==> config.mk <==
export PLATFORM = sky130hd
export DESIGN_NAME = gear_ratio_indicator_unit
export DESIGN_NICKNAME = d
export VERILOG_FILES = /design/src/rtl/gri_pkg.sv /design/src/rtl/gri_ctrl.sv /design/src/rtl/gri_dp.sv /design/src/rtl/gear_ratio_indicator_unit.sv
export SDC_FILE = /design/constraint.sdc
export NUM_CORES = 1
export LEC_CHECK = 0
export ABC_AREA = 1
export BUFFER_PORTS_ARGS = -buffer_cell sky130_fd_sc_hd__buf_2
export CAP_MARGIN = 20
export CORE_MARGIN = 8
export CORE_UTILIZATION = 46
export CTS_CLUSTER_SIZE = 16
export DETAILED_ROUTE_END_ITERATION = 16
export PLACE_DENSITY = 0.65
export SYNTH_ARGS = -nofsm -noshare
export SYNTH_HDL_FRONTEND = slang
export SYNTH_HIERARCHICAL = 1
export SYNTH_SLANG_ARGS = --single-unit
==> constraint.sdc <==
create_clock -name clk -period 5.9 [get_ports clk]
set_clock_uncertainty 0.05 [all_clocks]
set_input_delay 0.59 -clock clk [delete_from_list [all_inputs] [get_ports clk]]
set_output_delay 0.59 -clock clk [all_outputs]
set_load 0.005 [all_outputs]
==> src/rtl/gri_pkg.sv <==
// ----------------------------------------------------------------------------
// gri_pkg
// Shared widths, codes, types and the display glyph table of the gear ratio
// indicator.
// ----------------------------------------------------------------------------
package gri_pkg;

    localparam int CNT_W      = 16;
    localparam int RATIO_W    = 8;
    localparam int NUM_THRESH = 5;
    localparam int PHASE_W    = 4;
    localparam int GLYPH_W    = 4;
    localparam int SEG_W      = 7;
    localparam int STAT_W     = 2;
    localparam int CFG_IDX_W  = 3;
    localparam int DIV_STEPS  = CNT_W;
    localparam int DIV_CNT_W  = $clog2(DIV_STEPS);
    localparam int SEG_E_BIT  = 4;
    localparam int RPM_SHIFT  = 4;

    typedef logic [PHASE_W-1:0]                    phase_t;
    typedef logic [GLYPH_W-1:0]                    glyph_t;
    typedef logic [STAT_W-1:0]                     status_t;
    typedef logic [RATIO_W-1:0]                    ratio_t;
    typedef logic [NUM_THRESH-1:0][RATIO_W-1:0]    thresh_vec_t;

    localparam phase_t PHASE_FIRST  = 4'd1;
    localparam phase_t PHASE_SECOND = 4'd2;
    localparam phase_t PHASE_TOP    = 4'd6;
    localparam phase_t PHASE_MERGE  = 4'd7;
    localparam phase_t PHASE_IDLE   = 4'd8;
    localparam phase_t PHASE_DONE   = 4'd15;

    localparam glyph_t GLYPH_ZERO  = 4'd0;
    localparam glyph_t GLYPH_FIRST = 4'd1;
    localparam glyph_t GLYPH_EIGHT = 4'd8;
    localparam glyph_t GLYPH_N     = 4'd10;
    localparam glyph_t GLYPH_L     = 4'd11;
    localparam glyph_t GLYPH_DASH  = 4'd12;

    localparam status_t STAT_OK        = 2'd0;
    localparam status_t STAT_SPEED_OVF = 2'd1;
    localparam status_t STAT_RPM_OVF   = 2'd2;

    localparam thresh_vec_t THRESH_RESET = {8'h15, 8'h18, 8'h1A, 8'h1E, 8'h24};

    typedef enum logic [1:0] {
        ST_IDLE,
        ST_DIVIDE,
        ST_FINISH
    } ctrl_state_t;

    typedef struct packed {
        logic load;
        logic step;
        logic commit;
    } dp_cmd_t;

    function automatic logic [SEG_W-1:0] glyph_seg(glyph_t g);
        logic [SEG_W-1:0] s;
        unique case (g)
            4'd0:       s = 7'h3F;
            4'd1:       s = 7'h06;
            4'd2:       s = 7'h5B;
            4'd3:       s = 7'h4F;
            4'd4:       s = 7'h66;
            4'd5:       s = 7'h6D;
            4'd6:       s = 7'h7D;
            4'd7:       s = 7'h07;
            4'd8:       s = 7'h7F;
            4'd9:       s = 7'h67;
            GLYPH_N:    s = 7'h54;
            GLYPH_L:    s = 7'h38;
            GLYPH_DASH: s = 7'h40;
            default:    s = 7'h3F;
        endcase
        return s;
    endfunction

endpackage

==> src/rtl/gri_ctrl.sv <==
// ----------------------------------------------------------------------------
// gri_ctrl
// Sequencer: takes a word, runs the divider for a fixed number of steps,
// then commits the result into the output register when it is free.
// ----------------------------------------------------------------------------
module gri_ctrl (
    input  logic              clk,
    input  logic              rst_n,
    input  logic              in_valid,
    output logic              in_stall,
    output logic              out_valid,
    input  logic              out_stall,
    output logic              cfg_ready,
    output gri_pkg::dp_cmd_t  cmd
);

    gri_pkg::ctrl_state_t              state_reg;
    gri_pkg::ctrl_state_t              state_next;
    logic [gri_pkg::DIV_CNT_W-1:0]     cnt_reg;
    logic [gri_pkg::DIV_CNT_W-1:0]     cnt_next;
    logic                              out_valid_reg;
    logic                              out_valid_next;
    logic                              slot_free;
    logic                              last_step;

    assign slot_free = !out_valid_reg || !out_stall;
    assign last_step = (cnt_reg == gri_pkg::DIV_CNT_W'(gri_pkg::DIV_STEPS - 1));

    always_comb
    begin
        state_next = state_reg;
        unique case (state_reg)
            gri_pkg::ST_IDLE:
            begin
                if (in_valid)
                begin
                    state_next = gri_pkg::ST_DIVIDE;
                end
            end
            gri_pkg::ST_DIVIDE:
            begin
                if (last_step)
                begin
                    state_next = gri_pkg::ST_FINISH;
                end
            end
            gri_pkg::ST_FINISH:
            begin
                if (slot_free)
                begin
                    state_next = gri_pkg::ST_IDLE;
                end
            end
            default:
            begin
                state_next = gri_pkg::ST_IDLE;
            end
        endcase
    end

    always_comb
    begin
        cmd.load       = 1'b0;
        cmd.step       = 1'b0;
        cmd.commit     = 1'b0;
        cnt_next       = cnt_reg;
        in_stall       = 1'b1;
        cfg_ready      = 1'b0;
        out_valid_next = out_valid_reg && out_stall;
        unique case (state_reg)
            gri_pkg::ST_IDLE:
            begin
                in_stall  = 1'b0;
                cfg_ready = 1'b1;
                cnt_next  = '0;
                cmd.load  = in_valid;
            end
            gri_pkg::ST_DIVIDE:
            begin
                cmd.step = 1'b1;
                cnt_next = cnt_reg + 1'b1;
            end
            gri_pkg::ST_FINISH:
            begin
                if (slot_free)
                begin
                    cmd.commit     = 1'b1;
                    out_valid_next = 1'b1;
                end
            end
            default:
            begin
                cnt_next = '0;
            end
        endcase
    end

    always_ff @(posedge clk or negedge rst_n)
    begin
        if (!rst_n)
        begin
            state_reg     <= gri_pkg::ST_IDLE;
            cnt_reg       <= '0;
            out_valid_reg <= 1'b0;
        end
        else
        begin
            state_reg     <= state_next;
            cnt_reg       <= cnt_next;
            out_valid_reg <= out_valid_next;
        end
    end

    assign out_valid = out_valid_reg;

endmodule

==> src/rtl/gri_dp.sv <==
// ----------------------------------------------------------------------------
// gri_dp
// Datapath: word capture, restoring divider, calibration state, gear
// classification and the output register.
// ----------------------------------------------------------------------------
module gri_dp (
    input  logic                                clk,
    input  logic                                rst_n,
    input  gri_pkg::dp_cmd_t                    cmd,
    input  logic                                neutral,
    input  logic                                clutch,
    input  logic                                setup_switch,
    input  logic [gri_pkg::CNT_W-1:0]           rpm_count,
    input  logic [gri_pkg::CNT_W-1:0]           speed_count,
    input  logic                                rpm_overflow,
    input  logic                                speed_overflow,
    input  logic                                cfg_we,
    input  logic [gri_pkg::CFG_IDX_W-1:0]       cfg_index,
    input  logic [gri_pkg::RATIO_W-1:0]         cfg_data,
    output logic [gri_pkg::SEG_W-1:0]           segments,
    output logic                                seg_e,
    output logic [gri_pkg::RATIO_W-1:0]         gear_ratio,
    output logic [gri_pkg::STAT_W-1:0]          measure_status,
    output logic                                store_request,
    output gri_pkg::thresh_vec_t                thresh
);

    localparam int CW = gri_pkg::CNT_W;

    // captured word
    logic                   neutral_reg;
    logic                   clutch_reg;
    logic                   setup_reg;
    logic                   rpm_ovf_reg;
    logic                   spd_ovf_reg;
    logic                   rpm_zero_reg;
    logic [CW-1:0]          spd_reg;

    // divider
    logic [CW-1:0]          rem_reg;
    logic [CW-1:0]          quo_reg;
    logic [CW:0]            rem_sh;
    logic [CW:0]            rem_diff;
    logic                   rem_ge;

    // calibration state
    gri_pkg::thresh_vec_t   thr_reg;
    gri_pkg::ratio_t        top_reg;
    gri_pkg::phase_t        phase_reg;

    // commit values
    gri_pkg::thresh_vec_t   thr_upd;
    gri_pkg::thresh_vec_t   thr_mid;
    gri_pkg::ratio_t        top_upd;
    gri_pkg::phase_t        phase_upd;
    gri_pkg::glyph_t        glyph;
    gri_pkg::glyph_t        gear;
    gri_pkg::ratio_t        ratio_o;
    gri_pkg::status_t       stat_o;
    gri_pkg::ratio_t        meas_ratio;
    gri_pkg::status_t       meas_stat;
    logic                   store_o;
    logic                   do_cls;
    logic [8:0]             mid_sum [gri_pkg::NUM_THRESH];
    logic [gri_pkg::SEG_W-1:0] seg_w;

    assign rem_sh   = {rem_reg, quo_reg[CW-1]};
    assign rem_diff = rem_sh - {1'b0, spd_reg};
    assign rem_ge   = (rem_sh >= {1'b0, spd_reg});

    always_comb
    begin
        if (spd_ovf_reg)
        begin
            meas_stat  = gri_pkg::STAT_SPEED_OVF;
            meas_ratio = '0;
        end
        else if (rpm_ovf_reg)
        begin
            meas_stat  = gri_pkg::STAT_RPM_OVF;
            meas_ratio = '0;
        end
        else
        begin
            meas_stat  = gri_pkg::STAT_OK;
            meas_ratio = (rpm_zero_reg || spd_reg == '0) ? '0 : quo_reg[gri_pkg::RATIO_W-1:0];
        end
    end

    always_comb
    begin
        for (int k = 0; k < gri_pkg::NUM_THRESH; k++)
        begin
            if (k < gri_pkg::NUM_THRESH - 1)
            begin
                mid_sum[k] = {1'b0, thr_reg[k]} + {1'b0, thr_reg[k+1]};
            end
            else
            begin
                mid_sum[k] = {1'b0, thr_reg[k]} + {1'b0, top_reg};
            end
            thr_mid[k] = mid_sum[k][8:1];
        end
    end

    always_comb
    begin
        thr_upd   = thr_reg;
        top_upd   = top_reg;
        phase_upd = phase_reg;
        glyph     = gri_pkg::GLYPH_ZERO;
        ratio_o   = '0;
        stat_o    = gri_pkg::STAT_OK;
        store_o   = 1'b0;
        do_cls    = 1'b0;
        if (neutral_reg)
        begin
            if (setup_reg)
            begin
                if (phase_reg != gri_pkg::PHASE_FIRST && phase_reg != gri_pkg::PHASE_SECOND)
                begin
                    phase_upd = gri_pkg::PHASE_FIRST;
                end
                glyph = gri_pkg::GLYPH_L;
            end
            else
            begin
                glyph = gri_pkg::GLYPH_N;
            end
        end
        else if (clutch_reg)
        begin
            glyph = gri_pkg::GLYPH_DASH;
        end
        else if (setup_reg)
        begin
            if (phase_reg >= gri_pkg::PHASE_FIRST && phase_reg <= gri_pkg::PHASE_TOP)
            begin
                ratio_o = meas_ratio;
                stat_o  = meas_stat;
                if (phase_reg == gri_pkg::PHASE_TOP)
                begin
                    top_upd = meas_ratio;
                end
                else
                begin
                    thr_upd[phase_reg[gri_pkg::CFG_IDX_W-1:0] - 1'b1] = meas_ratio;
                end
                phase_upd = phase_reg + 1'b1;
                glyph     = phase_upd;
            end
            else if (phase_reg == gri_pkg::PHASE_MERGE)
            begin
                thr_upd   = thr_mid;
                phase_upd = gri_pkg::PHASE_DONE;
                store_o   = 1'b1;
                do_cls    = 1'b1;
            end
            else if (phase_reg == gri_pkg::PHASE_DONE)
            begin
                do_cls = 1'b1;
            end
            else
            begin
                glyph = gri_pkg::GLYPH_EIGHT;
            end
        end
        else
        begin
            do_cls = 1'b1;
        end

        priority if (meas_ratio == '0)
            gear = gri_pkg::GLYPH_ZERO;
        else if (meas_ratio < thr_upd[4])
            gear = 4'd6;
        else if (meas_ratio < thr_upd[3])
            gear = 4'd5;
        else if (meas_ratio < thr_upd[2])
            gear = 4'd4;
        else if (meas_ratio < thr_upd[1])
            gear = 4'd3;
        else if (meas_ratio < thr_upd[0])
            gear = 4'd2;
        else
            gear = gri_pkg::GLYPH_FIRST;

        if (do_cls)
        begin
            ratio_o = meas_ratio;
            stat_o  = meas_stat;
            glyph   = gear;
        end
    end

    assign seg_w = gri_pkg::glyph_seg(glyph);

    // word capture and divider
    always_ff @(posedge clk)
    begin
        if (cmd.load)
        begin
            neutral_reg  <= neutral;
            clutch_reg   <= clutch;
            setup_reg    <= setup_switch;
            rpm_ovf_reg  <= rpm_overflow;
            spd_ovf_reg  <= speed_overflow;
            rpm_zero_reg <= (rpm_count[CW-gri_pkg::RPM_SHIFT-1:0] == '0);
            spd_reg      <= speed_count;
            rem_reg      <= '0;
            quo_reg      <= {rpm_count[CW-gri_pkg::RPM_SHIFT-1:0], {gri_pkg::RPM_SHIFT{1'b0}}};
        end
        else if (cmd.step)
        begin
            rem_reg <= rem_ge ? rem_diff[CW-1:0] : rem_sh[CW-1:0];
            quo_reg <= {quo_reg[CW-2:0], rem_ge};
        end
    end

    // calibration state
    always_ff @(posedge clk or negedge rst_n)
    begin
        if (!rst_n)
        begin
            thr_reg   <= gri_pkg::THRESH_RESET;
            top_reg   <= '0;
            phase_reg <= gri_pkg::PHASE_IDLE;
        end
        else if (cmd.commit)
        begin
            thr_reg   <= thr_upd;
            top_reg   <= top_upd;
            phase_reg <= phase_upd;
        end
        else if (cfg_we && cfg_index < gri_pkg::CFG_IDX_W'(gri_pkg::NUM_THRESH))
        begin
            thr_reg[cfg_index] <= cfg_data;
        end
    end

    // output register
    always_ff @(posedge clk)
    begin
        if (cmd.commit)
        begin
            segments       <= seg_w;
            seg_e          <= seg_w[gri_pkg::SEG_E_BIT];
            gear_ratio     <= ratio_o;
            measure_status <= stat_o;
            store_request  <= store_o;
        end
    end

    assign thresh = thr_reg;

endmodule

==> src/rtl/gear_ratio_indicator_unit.sv <==
// ----------------------------------------------------------------------------
// gear_ratio_indicator_unit
// Gear indicator: one measurement window in, one display word out.
//
// Input channel (in_valid / in_stall): one word per measurement window with
// the switch states and the engine and wheel pulse counts. The unit stalls
// the input while a word is in progress.
// Output channel (out_valid / out_stall): seven-segment pattern, ratio,
// overflow status, store request and the working thresholds after the word.
// Config channel (cfg_valid / cfg_ready): index 0..4 loads saved threshold
// two..six into the working set; other indexes are dropped. Ready only idle.
// Timing: the word is captured at accept, then the radix-2 restoring divider
// runs its steps, then the commit loads the output register and raises
// out_valid. The next word is taken in the cycle after commit, so a word is
// not accepted before the previous one is committed.
// Stall: a result waits in the output register; the next word is accepted
// and divided, and its commit holds until the waiting result is taken.
// Reset: thresholds return to their boot values, calibration goes to idle
// (phase 8), top gear ratio to zero, no output valid.
// ----------------------------------------------------------------------------
module gear_ratio_indicator_unit (
    input  logic                                clk,
    input  logic                                rst_n,
    input  logic                                in_valid,
    output logic                                in_stall,
    input  logic                                neutral,
    input  logic                                clutch,
    input  logic                                setup_switch,
    input  logic [gri_pkg::CNT_W-1:0]           rpm_count,
    input  logic [gri_pkg::CNT_W-1:0]           speed_count,
    input  logic                                rpm_overflow,
    input  logic                                speed_overflow,
    output logic                                out_valid,
    input  logic                                out_stall,
    output logic [gri_pkg::SEG_W-1:0]           segments,
    output logic                                seg_e,
    output logic [gri_pkg::RATIO_W-1:0]         gear_ratio,
    output logic [gri_pkg::STAT_W-1:0]          measure_status,
    output logic                                store_request,
    output logic [gri_pkg::RATIO_W-1:0]         new_thresh_2,
    output logic [gri_pkg::RATIO_W-1:0]         new_thresh_3,
    output logic [gri_pkg::RATIO_W-1:0]         new_thresh_4,
    output logic [gri_pkg::RATIO_W-1:0]         new_thresh_5,
    output logic [gri_pkg::RATIO_W-1:0]         new_thresh_6,
    input  logic                                cfg_valid,
    output logic                                cfg_ready,
    input  logic [gri_pkg::CFG_IDX_W-1:0]       cfg_index,
    input  logic [gri_pkg::RATIO_W-1:0]         cfg_data
);

    gri_pkg::dp_cmd_t       cmd;
    gri_pkg::thresh_vec_t   thresh;
    logic                   cfg_we;

    assign cfg_we = cfg_valid && cfg_ready;

    gri_ctrl u_ctrl (
        .clk       (clk),
        .rst_n     (rst_n),
        .in_valid  (in_valid),
        .in_stall  (in_stall),
        .out_valid (out_valid),
        .out_stall (out_stall),
        .cfg_ready (cfg_ready),
        .cmd       (cmd)
    );

    gri_dp u_dp (
        .clk            (clk),
        .rst_n          (rst_n),
        .cmd            (cmd),
        .neutral        (neutral),
        .clutch         (clutch),
        .setup_switch   (setup_switch),
        .rpm_count      (rpm_count),
        .speed_count    (speed_count),
        .rpm_overflow   (rpm_overflow),
        .speed_overflow (speed_overflow),
        .cfg_we         (cfg_we),
        .cfg_index      (cfg_index),
        .cfg_data       (cfg_data),
        .segments       (segments),
        .seg_e          (seg_e),
        .gear_ratio     (gear_ratio),
        .measure_status (measure_status),
        .store_request  (store_request),
        .thresh         (thresh)
    );

    assign new_thresh_2 = thresh[0];
    assign new_thresh_3 = thresh[1];
    assign new_thresh_4 = thresh[2];
    assign new_thresh_5 = thresh[3];
    assign new_thresh_6 = thresh[4];

endmodule
==> results.json <==
{
  "status": "finished clean",
  "largest_register_ffs": 40,
  "dieArea_um2": 27800,
  "place.gp.congestion": 0.890,
  "final_common_cell": "nand2_1",
  "detail_route.iter0.violations": 911,
  "boundaryPins": 115,
  "hp-class": "input port to flip-flop",
  "endpoint_kind": "flip-flop",
  "tightest_slew_ps": 1030,
  "wl_per_cell_um": 17.1,
  "fin_crit_ps": 4790,
  "numCtsBuffers": 17,
  "die_h_um": 167,
  "ant_nets": 0,
  "synthAdderAreaFrac": 0.128,
  "path_max_fanout": 6,
  "fill_cells": 2174,
  "grt_pass1_wl_um": 49500,
  "cts_max_level": 4,
  "grt_max_degree": 65,
  "post_cts_buffers": 0,
  "synth_top_area_share": 0.150,
  "hold_buffers": 0,
  "cpPeakStageDelay_ps": 450,
  "fin_crit_sh": 0.812,
  "cts.path.max_buffers": 2,
  "ys.flop_type": "edfxtp_1",
  "initial_core_util": 0.465,
  "ys_ff_latch": 131,
  "area_growth_pct": 14.6,
  "synth_largest_area_cell": "edfxtp_1",
  "overflow": 0,
  "worst_path_most_repeated_cell": "nand2_1",
  "synth_xor_area_frac": 0.0243,
  "synth.distinct_cells": 60,
  "setup_viol": 0,
  "placed_cell_area_um2": 11300,
  "syn_nets": 1541,
  "seqCellArea_um2": 3460,
  "netlist_instances": 1385,
  "rsz0062_at_grt": "no",
  "postSynthAreaPerCell_um2": 7.53,
  "diodes": 0,
  "clock.fmax_ghz": 0.209,
  "critPathKind": "flip-flop to flip-flop",
  "slew_violations": 0,
  "drv_cap": 0,
  "antenna_found_initial": 1,
  "arrival_ps": 4920,
  "die_w_um": 167,
  "place.detailed.hpwl_um": 22100,
  "hold_viol": 0,
  "ys_async_sr_fraction": 0.450,
  "required_ps": 6030,
  "synth_compound_area_frac": 0.211,
  "drt-total-wl_um": 30700,
  "yosysSeqAreaShare": 0.331,
  "rows": 55,
  "final_nets": 1647,
  "port_buffers": 110,
  "irDropWorstVdd_v": 0.000213,
  "finalSetupTns_ps": 0,
  "cts_resized": 0,
  "power_leakage_nw": 5.61,
  "slew_headroom": 0.309,
  "multi_input_area_um2": 6070,
  "cp_slowest_cell": "dfrtp_1",
  "clockRootBuffer": "clkbuf_16",
  "first_pass_iters": 6,
  "final_area_um2": 12000,
  "insertion_delay_ps": 430,
  "yosysWarnings": 6,
  "synth_simple_gate_area_frac": 0.215,
  "core-area_um2": 22400,
  "via_count": 10100,
  "cts_sinks": 131,
  "drive_above_1_share": 0.148,
  "cp-start-kind": "flip-flop",
  "remaining_drc_errors": 0,
  "synthMuxAreaShare": 0.00108,
  "netlist_area_um2": 10400,
  "mostFrequentLayoutCells": "nand2_1, inv_1, o21ai_0, buf_2, a21oi_1",
  "synth.area.top_cells": "edfxtp_1, ha_1, nand2_1",
  "path_clk_slew_ps": 70,
  "cts_tree": "yes",
  "grt_pass1_vias": 9811,
  "synth_top_family_by_area": "simple AND/OR/NAND/NOR gates",
  "viasPerCell": 5.65,
  "gr-usage-all-layers": 0.219,
  "synth-edff-count": 52,
  "powerDensity_nw_per_um2": 466
}
## kinds of logic after synthesis
logic type      after synthesis
simple gates                522
compound gates              356
buf+inv                     243
flops                       131
fa+ha+maj                   103
xor+xnor                     29
mux                           1
## metal layers
metal	GRT usage	wire length (um)	vias up
met2	0.361	14200	387
met3	0.0433	2380	46
li1	-	-	4991
met1	0.279	13400	4689
met4	0.0850	727	2
met5	0	13	-
## cell type report
type                    instances  share of cell area
inverters                     200              0.0628
multi-input cells            1011               0.508
well taps                     285              0.0298
clock inverters                12              0.0137
repair buffers                130              0.0586
flip-flops and latches        131               0.289
clock buffers                  20              0.0382
## cells in the mapped netlist (all sizes together), types with 2 or more instances
cell,number
o311ai,7
xor2,12
a31oi,4
ha,97
buf,11
dfxtp,20
nand3,64
o22ai,16
clkbuf,32
a32o,5
a21oi,102
clkinv,4
a22oi,3
o211ai,25
o32ai,2
a41oi,2
o2111ai,2
nor3,19
o21bai,8
nand2,313
dfstp,15
dfrtp,44
a211oi,5
edfxtp,52
nor4,4
and2,2
inv,196
a22o,5
o21ai,123
o221ai,38
nand4,11
nor2,105
fa,6
xnor2,17
a221oi,5
## path summary, 6_finish.rpt
path | startpoint | endpoint | slack (ps) | depth (start not counted)
worst max-delay path | u_dp/thresh[24]$_DFFE_PN0P_ | u_dp/segments[0]$_DFFE_PP_ | 1110 | 30
worst min-delay path | speed_count[9] | u_dp/spd_reg[9]$_DFFE_PP_ | 280 | 1
worst max register to register | u_dp/thresh[24]$_DFFE_PN0P_ | u_dp/segments[0]$_DFFE_PP_ | 1110 | 30
worst min register to register | u_dp/rem_reg[12]$_SDFFE_PP0P_ | u_dp/rem_reg[12]$_SDFFE_PP0P_ | 440 | 2
max in group asynchronous | rst_n | u_dp/thresh[33]$_DFFE_PN0P_ | 4950 | 2
min in group asynchronous | rst_n | u_dp/thresh[15]$_DFFE_PN0P_ | 310 | 2
## power by group
group	switching [mW]	total (mW)	internal [mW]
clock network	0.440	1.14	0.698
registers	0.313	1.60	1.29
logic	1.66	2.84	1.18
total	2.41	5.58	3.17
## worst max-delay path, delay by kind of cell, from the launching register on
| kind | cells | cell delay, ps |
|---|---|---|
| flops | 1 | 450 |
| compound gates | 6 | 1300 |
| fa+ha+maj | 3 | 900 |
| simple gates | 17 | 1540 |
| buf+inv | 4 | 300 |
## through the flow
step	setup WS [ps]	total power, mW	std cells	hold WS, ps	utilization
after floorplan	1920	3.68	1385	244	-
after global placement	1280	4.36	1757	424	0.505
after detailed placement	1180	4.42	1757	428	0.505
after CTS	1150	5.59	1789	262	0.533
after global routing	658	6.11	1789	261	0.533
final	1110	5.58	1789	283	0.533
No activity file was read; power rests on OpenSTA's default activity.
